**config.mk**
```make
export PLATFORM = sky130hd
export DESIGN_NAME = array_binary_tree_traversal_core
export DESIGN_NICKNAME = d
export VERILOG_FILES = /design/src/rtl/abtt_pkg.sv /design/src/rtl/abtt_node_ram.sv /design/src/rtl/abtt_walk_ctrl.sv /design/src/rtl/abtt_out_buf.sv /design/src/rtl/array_binary_tree_traversal_core.sv
export SDC_FILE = /design/constraint.sdc
export NUM_CORES = 2
export LEC_CHECK = 0
export BUFFER_PORTS_ARGS = -buffer_cell sky130_fd_sc_hd__buf_2
export CELL_PAD_IN_SITES_DETAIL_PLACEMENT = 1
export CELL_PAD_IN_SITES_GLOBAL_PLACEMENT = 1
export CORE_MARGIN = 5
export CORE_UTILIZATION = 53
export DETAILED_ROUTE_END_ITERATION = 12
export GPL_TIMING_DRIVEN = 0
export PLACE_DENSITY = 0.78
export SYNTH_ARGS = -nofsm -noshare
export SYNTH_HDL_FRONTEND = slang
export SYNTH_SLANG_ARGS = --single-unit
```
**constraint.sdc**
```tcl
create_clock -name clk_i -period 8.1 [get_ports clk_i]
set_input_delay 0.81 -clock clk_i [delete_from_list [all_inputs] [get_ports clk_i]]
set_output_delay 0.81 -clock clk_i [all_outputs]
set_load 0.01 [all_outputs]
```
**src/rtl/abtt_pkg.sv**
```systemverilog
// Shared constants and types for the array binary tree traversal block.
// No dependencies; imported by every module of the block.
`timescale 1ns / 1ps

package abtt_pkg;

  localparam int NODES      = 63;
  localparam int TREE_DEPTH = 6;
  localparam int IDX_W      = 6;
  localparam int VAL_W      = 32;
  localparam int CHILD_W    = IDX_W + 1;
  localparam int SP_W       = $clog2(TREE_DEPTH + 1);
  localparam int STK_AW     = (TREE_DEPTH > 1) ? $clog2(TREE_DEPTH) : 1;

  localparam logic [1:0] OP_INSERT = 2'd0;
  localparam logic [1:0] OP_PRE    = 2'd1;
  localparam logic [1:0] OP_IN     = 2'd2;
  localparam logic [1:0] OP_POST   = 2'd3;

  localparam logic [1:0] STAT_OK    = 2'd0;
  localparam logic [1:0] STAT_USED  = 2'd1;
  localparam logic [1:0] STAT_RANGE = 2'd2;
  localparam logic [1:0] STAT_EMPTY = 2'd3;

  localparam logic [1:0] PH_LEFT  = 2'd0;
  localparam logic [1:0] PH_RIGHT = 2'd1;
  localparam logic [1:0] PH_DONE  = 2'd2;

  // Kind of event handed from the walk controller to the output buffer.
  typedef enum logic [1:0] {
    EV_VISIT  = 2'd0,
    EV_FINAL  = 2'd1,
    EV_SINGLE = 2'd2
  } ev_kind_e;

  typedef struct packed {
    ev_kind_e         kind;
    logic [IDX_W-1:0] idx;
    logic [1:0]       status;
  } ev_t;

  typedef struct packed {
    logic [1:0]       phase;
    logic [IDX_W-1:0] slot;
  } stk_entry_t;

endpackage

```
**src/rtl/abtt_node_ram.sv**
```systemverilog
// Node value store: single write port, single read port, registered read data.
// Depends on abtt_pkg for depth and widths.
`timescale 1ns / 1ps

module abtt_node_ram import abtt_pkg::*; (
  input  logic             clk_i,
  input  logic             wr_en_i,
  input  logic [IDX_W-1:0] wr_addr_i,
  input  logic [VAL_W-1:0] wr_data_i,
  input  logic             rd_en_i,
  input  logic [IDX_W-1:0] rd_addr_i,
  output logic [VAL_W-1:0] rd_data_o
);

  logic [VAL_W-1:0] mem_q [NODES];
  logic [VAL_W-1:0] rd_data_q;

  always_ff @(posedge clk_i) begin
    if (wr_en_i) begin
      mem_q[wr_addr_i] <= wr_data_i;
    end
  end

  // Read data holds while no read is issued.
  always_ff @(posedge clk_i) begin
    if (rd_en_i) begin
      rd_data_q <= mem_q[rd_addr_i];
    end
  end

  assign rd_data_o = rd_data_q;

endmodule

```
**src/rtl/abtt_walk_ctrl.sv**
```systemverilog
// Sequencer for inserts and depth-first walks: used marks, walk stack and
// the event stage towards the output buffer. Depends on abtt_pkg.
`timescale 1ns / 1ps

module abtt_walk_ctrl import abtt_pkg::*; (
  input  logic             clk_i,
  input  logic             rst_ni,
  input  logic             in_valid_i,
  output logic             in_ready_o,
  input  logic [1:0]       in_op_i,
  input  logic [IDX_W-1:0] in_index_i,
  input  logic [VAL_W-1:0] in_value_i,
  input  logic             buf_ready_i,
  output logic             ev_valid_o,
  output ev_t              ev_o,
  output logic             ram_wr_en_o,
  output logic [IDX_W-1:0] ram_wr_addr_o,
  output logic [VAL_W-1:0] ram_wr_data_o,
  output logic             ram_rd_en_o,
  output logic [IDX_W-1:0] ram_rd_addr_o
);

  localparam logic [1:0] S_IDLE = 2'd0;
  localparam logic [1:0] S_WALK = 2'd1;
  localparam logic [1:0] S_FIN  = 2'd2;

  logic [1:0]       state_q, state_d;
  logic [SP_W-1:0]  sp_q, sp_d;
  logic [NODES-1:0] used_q, used_d;
  logic [1:0]       op_q, op_d;
  stk_entry_t       stack_q [TREE_DEPTH];
  stk_entry_t       stack_d [TREE_DEPTH];
  logic             ev_valid_q, ev_valid_d;
  ev_t              ev_q, ev_d;

  logic               advance;
  logic [SP_W-1:0]    top;
  stk_entry_t         top_ent;
  logic [1:0]         emit_phase;
  logic [CHILD_W-1:0] child;
  logic [IDX_W-1:0]   child_idx;
  logic               child_ok;
  logic               in_range;

  // The event stage moves on whenever it is empty or the buffer takes it.
  assign advance    = !ev_valid_q || buf_ready_i;
  assign in_ready_o = (state_q == S_IDLE) && advance;

  assign top        = sp_q - SP_W'(1);
  assign top_ent    = stack_q[top[STK_AW-1:0]];
  assign emit_phase = op_q - 2'd1;
  assign child      = CHILD_W'({top_ent.slot, 1'b0}) + CHILD_W'(top_ent.phase) + CHILD_W'(1);
  assign child_idx  = child[IDX_W-1:0];
  assign child_ok   = (child < CHILD_W'(NODES)) && used_q[child_idx]
                      && (sp_q < SP_W'(TREE_DEPTH));
  assign in_range   = CHILD_W'(in_index_i) < CHILD_W'(NODES);

  always_comb begin
    state_d       = state_q;
    sp_d          = sp_q;
    used_d        = used_q;
    op_d          = op_q;
    stack_d       = stack_q;
    ev_valid_d    = ev_valid_q;
    ev_d          = ev_q;
    ram_wr_en_o   = 1'b0;
    ram_wr_addr_o = in_index_i;
    ram_wr_data_o = in_value_i;
    ram_rd_en_o   = 1'b0;
    ram_rd_addr_o = top_ent.slot;

    if (advance) begin
      ev_valid_d = 1'b0;
      unique case (state_q)
        S_IDLE: begin
          if (in_valid_i) begin
            if (in_op_i == OP_INSERT) begin
              ev_valid_d  = 1'b1;
              ev_d.kind   = EV_SINGLE;
              ev_d.idx    = in_index_i;
              if (!in_range) begin
                ev_d.status = STAT_RANGE;
              end else if (used_q[in_index_i]) begin
                ev_d.status = STAT_USED;
              end else begin
                ev_d.status            = STAT_OK;
                ram_wr_en_o            = 1'b1;
                used_d[in_index_i]     = 1'b1;
              end
            end else begin
              op_d = in_op_i;
              if (used_q[0]) begin
                stack_d[0].slot  = '0;
                stack_d[0].phase = PH_LEFT;
                sp_d             = SP_W'(1);
                state_d          = S_WALK;
              end else begin
                // Root unused: a single empty-tree result.
                ev_valid_d  = 1'b1;
                ev_d.kind   = EV_SINGLE;
                ev_d.idx    = '0;
                ev_d.status = STAT_EMPTY;
              end
            end
          end
        end
        S_WALK: begin
          if (top_ent.phase == emit_phase) begin
            ram_rd_en_o = 1'b1;
            ev_valid_d  = 1'b1;
            ev_d.kind   = EV_VISIT;
            ev_d.idx    = top_ent.slot;
            ev_d.status = STAT_OK;
          end
          if (top_ent.phase >= PH_DONE) begin
            sp_d = top;
            if (top == '0) begin
              state_d = S_FIN;
            end
          end else begin
            stack_d[top[STK_AW-1:0]].phase = top_ent.phase + 2'd1;
            if (child_ok) begin
              stack_d[sp_q[STK_AW-1:0]].slot  = child_idx;
              stack_d[sp_q[STK_AW-1:0]].phase = PH_LEFT;
              sp_d = sp_q + SP_W'(1);
            end
          end
        end
        S_FIN: begin
          ev_valid_d  = 1'b1;
          ev_d.kind   = EV_FINAL;
          ev_d.idx    = '0;
          ev_d.status = STAT_OK;
          state_d     = S_IDLE;
        end
        default: begin
          state_d = S_IDLE;
        end
      endcase
    end
  end

  always_ff @(posedge clk_i or negedge rst_ni) begin
    if (!rst_ni) begin
      state_q    <= S_IDLE;
      sp_q       <= '0;
      used_q     <= '0;
      ev_valid_q <= 1'b0;
    end else begin
      state_q    <= state_d;
      sp_q       <= sp_d;
      used_q     <= used_d;
      ev_valid_q <= ev_valid_d;
    end
  end

  always_ff @(posedge clk_i) begin
    op_q    <= op_d;
    stack_q <= stack_d;
    ev_q    <= ev_d;
  end

  assign ev_valid_o = ev_valid_q;
  assign ev_o       = ev_q;

endmodule

```
**src/rtl/abtt_out_buf.sv**
```systemverilog
// Result buffer: holds one visited node back so that the final one can be
// marked last, and drives the output register. Depends on abtt_pkg.
`timescale 1ns / 1ps

module abtt_out_buf import abtt_pkg::*; (
  input  logic             clk_i,
  input  logic             rst_ni,
  input  logic             ev_valid_i,
  input  ev_t              ev_i,
  input  logic [VAL_W-1:0] ram_data_i,
  output logic             buf_ready_o,
  output logic             out_valid_o,
  input  logic             out_ready_i,
  output logic [VAL_W-1:0] out_value_o,
  output logic [IDX_W-1:0] out_index_o,
  output logic [1:0]       out_status_o,
  output logic             out_last_o
);

  logic             pend_v_q, pend_v_d;
  logic [VAL_W-1:0] pend_value_q, pend_value_d;
  logic [IDX_W-1:0] pend_idx_q, pend_idx_d;
  logic             out_v_q, out_v_d;
  logic [VAL_W-1:0] out_value_q, out_value_d;
  logic [IDX_W-1:0] out_idx_q, out_idx_d;
  logic [1:0]       out_status_q, out_status_d;
  logic             out_last_q, out_last_d;
  logic             take;

  assign buf_ready_o = !out_v_q || out_ready_i;
  assign take        = ev_valid_i && buf_ready_o;

  always_comb begin
    pend_v_d     = pend_v_q;
    pend_value_d = pend_value_q;
    pend_idx_d   = pend_idx_q;
    out_v_d      = out_v_q && !out_ready_i;
    out_value_d  = out_value_q;
    out_idx_d    = out_idx_q;
    out_status_d = out_status_q;
    out_last_d   = out_last_q;
    if (take) begin
      unique case (ev_i.kind)
        EV_VISIT: begin
          if (pend_v_q) begin
            out_v_d      = 1'b1;
            out_value_d  = pend_value_q;
            out_idx_d    = pend_idx_q;
            out_status_d = STAT_OK;
            out_last_d   = 1'b0;
          end
          pend_v_d     = 1'b1;
          pend_value_d = ram_data_i;
          pend_idx_d   = ev_i.idx;
        end
        EV_FINAL: begin
          out_v_d      = 1'b1;
          out_value_d  = pend_value_q;
          out_idx_d    = pend_idx_q;
          out_status_d = STAT_OK;
          out_last_d   = 1'b1;
          pend_v_d     = 1'b0;
        end
        EV_SINGLE: begin
          out_v_d      = 1'b1;
          out_value_d  = '0;
          out_idx_d    = ev_i.idx;
          out_status_d = ev_i.status;
          out_last_d   = 1'b1;
        end
        default: begin
          out_v_d = out_v_q && !out_ready_i;
        end
      endcase
    end
  end

  always_ff @(posedge clk_i or negedge rst_ni) begin
    if (!rst_ni) begin
      pend_v_q <= 1'b0;
      out_v_q  <= 1'b0;
    end else begin
      pend_v_q <= pend_v_d;
      out_v_q  <= out_v_d;
    end
  end

  always_ff @(posedge clk_i) begin
    pend_value_q <= pend_value_d;
    pend_idx_q   <= pend_idx_d;
    out_value_q  <= out_value_d;
    out_idx_q    <= out_idx_d;
    out_status_q <= out_status_d;
    out_last_q   <= out_last_d;
  end

  assign out_valid_o  = out_v_q;
  assign out_value_o  = out_value_q;
  assign out_index_o  = out_idx_q;
  assign out_status_o = out_status_q;
  assign out_last_o   = out_last_q;

endmodule

```
**src/rtl/array_binary_tree_traversal_core.sv**
```systemverilog
// Top level of the array binary tree traversal block.
// Instantiates abtt_walk_ctrl, abtt_node_ram and abtt_out_buf; uses abtt_pkg.
`timescale 1ns / 1ps

// A binary tree of 63 slots is held as an implicit array: slot i has its
// children at 2i+1 and 2i+2. Items arrive on the slave stream; tuser carries
// the operation (insert, preorder, inorder or postorder walk) and tdata the
// slot index and the value to insert. Results leave on the master stream,
// one transfer per result, with tlast set on the final result of an item and
// the status code in tuser.
// An insert's result passes through the event stage and the output register
// after the input transfer. In a walk, each used slot it reaches is handled
// in three stack steps (left, right, done) on the walk stack registers, one
// step per cycle while the result buffer takes events. The node value is
// read from the single-port-read node memory in the step where the slot is
// emitted. One visit is held back in the result buffer so that the last can
// be flagged, so each visit of a walk leaves only once the next visit or the
// end of the walk reaches the buffer. A new item is accepted once the previous
// walk has left the sequencer, while its last results may still be draining.
// Reset clears all used marks (flip-flops, no clearing pass) and empties the
// stack and result buffer; node values are not cleared and are only read for
// used slots. When the receiver stalls, the output register holds, the held
// result and event stage fill, and the walk and the input side then stop
// until transfers resume; nothing is lost or repeated.

module array_binary_tree_traversal_core import abtt_pkg::*; (
  input  logic        clk_i,
  input  logic        rst_ni,
  input  logic        s_axis_tvalid,
  output logic        s_axis_tready,
  // [5:0] node_index, [37:6] node_value, [39:38] zero
  input  logic [39:0] s_axis_tdata,
  // [1:0] op
  input  logic [1:0]  s_axis_tuser,
  output logic        m_axis_tvalid,
  input  logic        m_axis_tready,
  // [31:0] out_value, [37:32] out_index, [39:38] zero
  output logic [39:0] m_axis_tdata,
  // [1:0] status
  output logic [1:0]  m_axis_tuser,
  output logic        m_axis_tlast
);

  logic             buf_ready;
  logic             ev_valid;
  ev_t              ev;
  logic             ram_wr_en;
  logic [IDX_W-1:0] ram_wr_addr;
  logic [VAL_W-1:0] ram_wr_data;
  logic             ram_rd_en;
  logic [IDX_W-1:0] ram_rd_addr;
  logic [VAL_W-1:0] ram_rd_data;
  logic [VAL_W-1:0] out_value;
  logic [IDX_W-1:0] out_index;

  // The sequencer owns the used marks and the walk stack; it issues node
  // memory reads for slots being emitted and passes its events on to the buffer.
  abtt_walk_ctrl u_ctrl (
    .clk_i         (clk_i),
    .rst_ni        (rst_ni),
    .in_valid_i    (s_axis_tvalid),
    .in_ready_o    (s_axis_tready),
    .in_op_i       (s_axis_tuser),
    .in_index_i    (s_axis_tdata[IDX_W-1:0]),
    .in_value_i    (s_axis_tdata[IDX_W+VAL_W-1:IDX_W]),
    .buf_ready_i   (buf_ready),
    .ev_valid_o    (ev_valid),
    .ev_o          (ev),
    .ram_wr_en_o   (ram_wr_en),
    .ram_wr_addr_o (ram_wr_addr),
    .ram_wr_data_o (ram_wr_data),
    .ram_rd_en_o   (ram_rd_en),
    .ram_rd_addr_o (ram_rd_addr)
  );

  abtt_node_ram u_ram (
    .clk_i     (clk_i),
    .wr_en_i   (ram_wr_en),
    .wr_addr_i (ram_wr_addr),
    .wr_data_i (ram_wr_data),
    .rd_en_i   (ram_rd_en),
    .rd_addr_i (ram_rd_addr),
    .rd_data_o (ram_rd_data)
  );

  // The read data stays put until the visit event that asked for it has
  // been taken by the buffer, as no further read is issued meanwhile.
  abtt_out_buf u_buf (
    .clk_i        (clk_i),
    .rst_ni       (rst_ni),
    .ev_valid_i   (ev_valid),
    .ev_i         (ev),
    .ram_data_i   (ram_rd_data),
    .buf_ready_o  (buf_ready),
    .out_valid_o  (m_axis_tvalid),
    .out_ready_i  (m_axis_tready),
    .out_value_o  (out_value),
    .out_index_o  (out_index),
    .out_status_o (m_axis_tuser),
    .out_last_o   (m_axis_tlast)
  );

  assign m_axis_tdata = {2'b00, out_index, out_value};

endmodule

```
**After elaboration in Yosys (flattened, before gate mapping)**

Memory sizes are Yosys's and may differ from the RTL's. A register that Yosys moved wholly into a read port is not among the register bits.
Index checks and enable logic that the tools add are counted.

- Add/subtract/negate cells: 6
- Magnitude comparators: 11
- Equality and inequality tests: 15
- Muxes and demuxes: 70
- Bitwise gates (word level): 6
- Reductions and logical operators: 34

Operators with widths:

| operator | count |
|---|---|
| 48-bit bitwise mux | 3 |
| 48-bit two-way mux | 2 |
| 32-bit one-hot mux with 3 select lines | 1 |
| 8-bit demux with 3-bit select | 3 |
| 63-bit bitwise OR | 1 |
| 8-bit two-way mux | 7 |
| 10-bit two-way mux | 4 |
| 32-bit two-way mux | 1 |
| 10-bit one-hot mux with 3 select lines | 1 |
| 8-bit binary-select mux with 3-bit select | 1 |
| 6-bit AND reduction | 4 |
| 1-bit two-way mux | 21 |
| 6-bit one-hot mux with 3 select lines | 1 |
| 8-bit one-hot mux with 2 select lines | 1 |
| 3-bit two-way mux | 5 |
| 6-bit by 7-bit less-than comparator with 1-bit output (second input constant) | 2 |
| 2-bit two-way mux | 7 |
| 1-bit binary-select mux with 6-bit select | 2 |
| 6-bit two-way mux | 2 |
| 2-bit by 1-bit != test with 1-bit output (second input constant) | 5 |
| 3-bit AND reduction | 3 |
| 4-bit greater-or-equal comparator (second input constant) | 2 |
| 1-bit logical AND | 8 |
| 4-bit by 1-bit less-than comparator with 1-bit output (second input constant) | 2 |
| 35 further kinds | 53 |

- Register bits after elaboration: 210
- Memory bits (writable): 2016
- Input port bits: 46
- Output and inout bits: 45
- Logic and storage cells: 171
- Memories: 1

Memory list:

| memory | words | width | read ports | clocked after Yosys merged registers in | wr ports | RTL line | text |
|---|---|---|---|---|---|---|---|
| u_ram.mem_q | 63 | 32 | 1 | 1 | 1 | abtt_node_ram.sv:15 | `logic [VAL_W-1:0] mem_q [NODES];` |

**Depth between registers and ports, before layout**

- Depth after elaboration: 14
- Depth in mapped cells: 27
- Mapped depth without buffers: 17

**By module**

From an unflattened synthesis, not the netlist that was laid out.

- Cells, all modules: 4312
- Area, all modules: 89138.0 µm²

Modules (own cells, without submodules):

| module | times used | cells an instance | area each (µm²) | sequential area each (µm²) |
|---|---|---|---|---|
| abtt_node_ram | 1 | 3522 | 78974.5 | 61499.0 |
| abtt_walk_ctrl | 1 | 646 | 7264.5 | 3528.4 |
| abtt_out_buf | 1 | 141 | 2880.3 | 2422.3 |
| array_binary_tree_traversal_core | 1 | 3 | 18.8 | 0.0 |

**Worst setup path after synthesis**

Ideal clock, no wire load.

- Path type: register to register
- Start point: register u_ctrl.sp_q[0]
- End point: register with a tool-made name
- Library setup time: 386 ps
- Data arrival time: 6839 ps
- Required time: 7714 ps
- Setup slack: 875 ps
- Cell stages (with the launch flop): 27
- Path buffers: 11
- Period minus slack after synthesis: 7225 ps
- Path through: dfrtp_1 > buf_6 > buf_2 > inv_1 > clkbuf_1 > ha_1 > xor2_2 > buf_4 > clkbuf_1 > nand3_1 > o21ai_0 > a22oi_1 > buf_2 > inv_2 > clkbuf_1 > buf_1 > fa_1 > clkbuf_1 > clkbuf_1 > mux2i_1 > a2111oi_2 > a221oi_1 > o22ai_1 > nand4_2 > or4_1 > buf_2 > nor4_1

RTL lines:

| element | RTL line | text |
|---|---|---|
| from (decl) | abtt_walk_ctrl.sv:28 | `logic [SP_W-1:0] sp_q, sp_d;` |
| from (signal assigned) | abtt_walk_ctrl.sv:151 | `sp_q <= sp_d;` |

**Worst setup path in the final report**

- Start point: register u_ctrl.sp_q[0]
- End point: register u_ram.rd_data_q[17], in the netlist u_ram.rd_data_o[17] (read register of u_ram.mem_q), data pin

- Longest elaborated chain between the ends: 9

Ends and longest elaborated chain:

| element | RTL line | text |
|---|---|---|
| 3-bit by 1-bit subtractor with 3-bit output * | abtt_walk_ctrl.sv:49 | `assign top = sp_q - SP_W'(1);` |
| 3-bit inverter with 4-bit output (not written as such) * | abtt_walk_ctrl.sv:50 | `assign top_ent = stack_q[top[STK_AW-1:0]];` |
| 8-bit binary-select mux with 3-bit select * | abtt_walk_ctrl.sv:50 |  |
| 8-bit two-way mux (not written as such) * (2 in a row) | abtt_walk_ctrl.sv:50 |  |
| 2-bit equality test | abtt_walk_ctrl.sv:108 | `if (top_ent.phase == emit_phase) begin` |
| 1-bit two-way mux | abtt_walk_ctrl.sv:108 |  |
| 1-bit two-way mux | abtt_walk_ctrl.sv:74 | `unique case (state_q)` |
| 1-bit two-way mux | abtt_walk_ctrl.sv:72 | `if (advance) begin` |
| to (decl) | abtt_node_ram.sv:16 | `logic [VAL_W-1:0] rd_data_q;` |

Every way passes the cells marked *; elsewhere a longest branch is shown, timed or not. The select of a mux whose other input is x is not followed.
A chain may end at the register's enable or synchronous reset.

==> flow_summary_export.csv <==
group,metric,value,unit
placement,place_congestion,1.004,
yosys,synth_area_per_cell,13.30,sq um
finish,drive_above_1_share,9.282,%
routing,firstDrtPassIters,5,
cts,clk_latency,0.90,ns
timing,min_period_over_period,99.04,%
routing,routed_wl,310.9,mm
timing,clock_skew,0.04255,ns
floorplan,dieArea,0.1799,sq mm
floorplan,die_y,424.2,um
status,outcome,"finished, violations left",
grt,grt_pass1_wl,447.6,mm
timing,period_minus_slack,8.022,ns
setup_path,slowest_delay,0.95,ns
finish,seq_area,0.06745,sq mm
run,max_cap_violations,4,
finish,syn_to_final_growth,14.11,%
setup_path,worstPathArrival,8.51,ns
cts,cts_sinks,2258,
yosys,syn-cell-area,0.09092,sq mm
status,violations,"capacitance limit, slew limit",
grt,grt_max_degree,72,
floorplan,start_util,53.12,%
yosys,synth_cell_types,78,
floorplan,die_x,424.2,um
grt,grt_overflow,0,
placement,portBuffers,85,
yosys,synthTopCellsByCount,"edfxtp_1 (2,187), nand2_1 (1,787), nand3_1 (1,242)",
setup_path,crit_chain,"buf_6, buf_2, inv_1, clkbuf_2, ha_1, buf_2, buf_4, mux2i_1, o21ai_0, a22oi_2, buf_12, buf_4, buf_2, clkbuf_2, clkbuf_1, clkbuf_1, nand3_1, nand3_1, a21oi_1, o21ai_0, o211ai_1",
routing,ant_nets,0,
timing,hold_viol_final,0,
cts,cts_buffer_depth,3,
setup_path,crit_buf_inv,12,
timing,fin_tns_setup,0,ns
routing,num_vias,62859,
yosys,ys_seq_area_share,74.19,%
setup_path,crit_top_cell,"buf_2",
yosys,synth_edf_count,2187,
finish,multi_input_area,0.02214,sq mm
floorplan,core-area,0.1712,sq mm
routing,wl_per_cell,32.20,um
grt,antenna_found_initial,19,
timing,setup_viol,0,
routing,dr.first_iter.drc_count,8344,
yosys,synthesis.yosys.warnings,0,
timing,fmaxAchievable,124.7,MHz
setup_path,startpoint_type,"flip-flop",
floorplan,rows,152,
yosys,ys_ff_latch,2258,
setup_path,crit_fanout,19,
setup_path,crit_type,"reg2reg",
yosys,synth_top_area_share,72.23,%
finish,fin_nets,7283,
timing,worst_pin_slew,1.618,ns
setup_path,crit_path_top_delay_cell,"o21ai_0",
yosys,synth_top_area_cell,"edfxtp_1",
floorplan,io_pins,91,
placement,dp_hpwl,205.1,mm
setup_path,worstPathRequired,8.59,ns
cts,cts_root_buffer,"clkbuf_16",
yosys,postSynthCellCount,6835,
cts,hold_buffers,0,
yosys,ys.flop_type,"edfxtp_1",
cts,htreeDepth,4,
cts,path_clk_slew,0.06,ns
placement,dp_cells,9230,
setup_path,critPathCaptureType,"flip-flop",
timing,slew_headroom,-8.628,%
yosys,synth_area_leaders,"edfxtp_1 (72%), nand2_1 (7.4%), nand3_1 (6.8%)",
yosys,async_reset_ff_share,3.144,%
cts,cts_tree,"yes",
grt,track_usage,34.17,%
cts,cts_buffers,222,
yosys,synth_most_common_cell,"edfxtp_1",
grt,grt_pass1_vias,65178,
hold_path,min-delay-path-class,"in2async",
routing,vias_per_cell,6.510,
routing,route.detailed.drc,0,
timing,rsz0062_at_grt,"false",
setup_path,path_delay_family,"buffers and inverters",
timing,finalMaxSlewViolations,4,
finish,final_cells,9656,
finish,fill_cells,16397,
-- metal layers --
layer | vias up | global-route usage, % | wire, um
met5 | - | 0 | 93
met4 | 8 | 20.84 | 22500
met3 | 909 | 7.424 | 30910
met2 | 3899 | 53.36 | 143300
met1 | 31998 | 44.18 | 114100
li1 | 26045 | - | -
-- worst reg2reg max path, stage by stage, from the launching register on --
cell and delay [ns]:
dfrtp_1 0.39, buf_6 0.20, buf_2 0.29, inv_1 0.20, clkbuf_2 0.28, ha_1 0.42
buf_2 0.28, buf_4 0.32, mux2i_1 0.22, o21ai_0 0.11, a22oi_2 0.25, buf_12 0.21
buf_4 0.24, buf_2 0.34, clkbuf_2 0.64, clkbuf_1 0.80, clkbuf_1 0.51, nand3_1 0.16
nand3_1 0.21, a21oi_1 0.17, o21ai_0 0.95, o211ai_1 0.43
-- final timing paths --
kind	startpoint	to	slack, ns	depth (start not counted)
hold / removal	rst_ni	u_ctrl.ev_valid_o	0.04	1
max in group asynchronous	rst_ni	u_ctrl.used_q[48]	7.40	1
setup reg to reg	u_ctrl.sp_q[0]	u_ram.rd_data_o[17]	0.08	21
setup / recovery	u_ctrl.sp_q[0]	u_ram.rd_data_o[17]	0.08	21
hold reg to reg	u_ram.rd_data_o[29]	u_buf.pend_value_q[29]	0.42	0
min in group clk_i	s_axis_tuser[0]	u_ctrl.op_q[0]	0.18	1
-- placed cells by master, fill, tap and decap left out, drive strengths merged, types with 9 or more instances in the layout --
| cell type | instances |
|---|---|
| mux2i | 178 |
| mux4 | 46 |
| o22ai | 14 |
| nor3 | 18 |
| and2 | 44 |
| nor2 | 91 |
| a21oi | 82 |
| o211ai | 69 |
| clkbuf | 671 |
| nand3 | 1242 |
| mux2 | 25 |
| clkinv | 109 |
| inv | 24 |
| a221oi | 9 |
| bufinv | 20 |
| o21ai | 55 |
| xnor2 | 9 |
| diode | 11 |
| dfrtp | 71 |
| buf | 236 |
| nor4 | 10 |
| ha | 13 |
| edfxtp | 2187 |
| and3 | 44 |
| a311o | 32 |
| a31oi | 43 |
| nand2 | 1787 |
| o21bai | 61 |
| a311oi | 97 |
| nor2b | 40 |
-- per-stage QoR --
stage / utilization [%] / area [sq um] / worst slack, ns / hold slack [ns]
6_report: 60.61 / 103800 / 0.07795 / 0.04392
5_1_grt: 60.60 / 103700 / 0.05224 / 0.1048
4_1_cts: 60.56 / 103700 / 0.1004 / 0.04328
3_5_place_dp: 56.34 / 96440 / -3.098 / 0.4063
3_3_place_gp: 55.00 / 94140 / -2.999 / 0.4045
2_1_floorplan: - / 90920 / 0.8749 / 0.4003
-- layout make-up --
| class | instances | share of cell area [%] |
|---|---|---|
| flip-flops and latches | 2258 | 65.01 |
| multi-input cells | 4089 | 21.34 |
| clock buffers | 273 | 5.579 |
| well taps | 2233 | 2.693 |
| repair buffers | 167 | 2.207 |
| plain buffers | 467 | 1.792 |
| clock inverters | 140 | 1.283 |
| inverters | 18 | 0.06874 |
| diodes | 11 | 0.02653 |
-- kinds of logic (layout without fill, tap and decap cells) --
group,Yosys count,in the layout,share of synthesized area (%)
multiplexers,249,249,3.413
other,1,13,0.004125
flip-flops,2258,2258,74.19
XOR/XNOR,10,10,0.1129
adder cells (fa/ha/maj),14,14,0.2009
AND/OR/NAND/NOR,3312,3312,15.99
buffers and inverters,489,1065,2.100
AO/OA/AOI/OAI,502,502,3.995
-- repair_timing --
action,in CTS,in global routing
gates cloned,0,0
resized for setup,15,15
buffers inserted,5,0
pin swaps,4,0
setup endpoints to repair,93,68
-- sequential cells by signal, summed over array words and instances (netlist names), named ones only --
register / count
u_ctrl.op_q: 2
u_buf.pend_value_q: 32
u_buf.out_status_o: 2
u_buf.pend_idx_q: 6
u_ctrl.sp_q: 3
u_ctrl.ev_valid_o: 1
u_buf.pend_v_q: 1
u_ctrl.ev_o: 10
u_buf.out_index_o: 6
u_ctrl.stack_q: 18
u_buf.out_value_o: 32
u_ram.mem_q: 2016
u_ctrl.state_q: 2
u_buf.out_last_o: 1
u_buf.out_valid_o: 1
u_ctrl.used_q: 63
u_ram.rd_data_o: 32
Power is not shown: default switching activity piles up to over one toggle a cycle in this logic, so the estimate is an artifact.
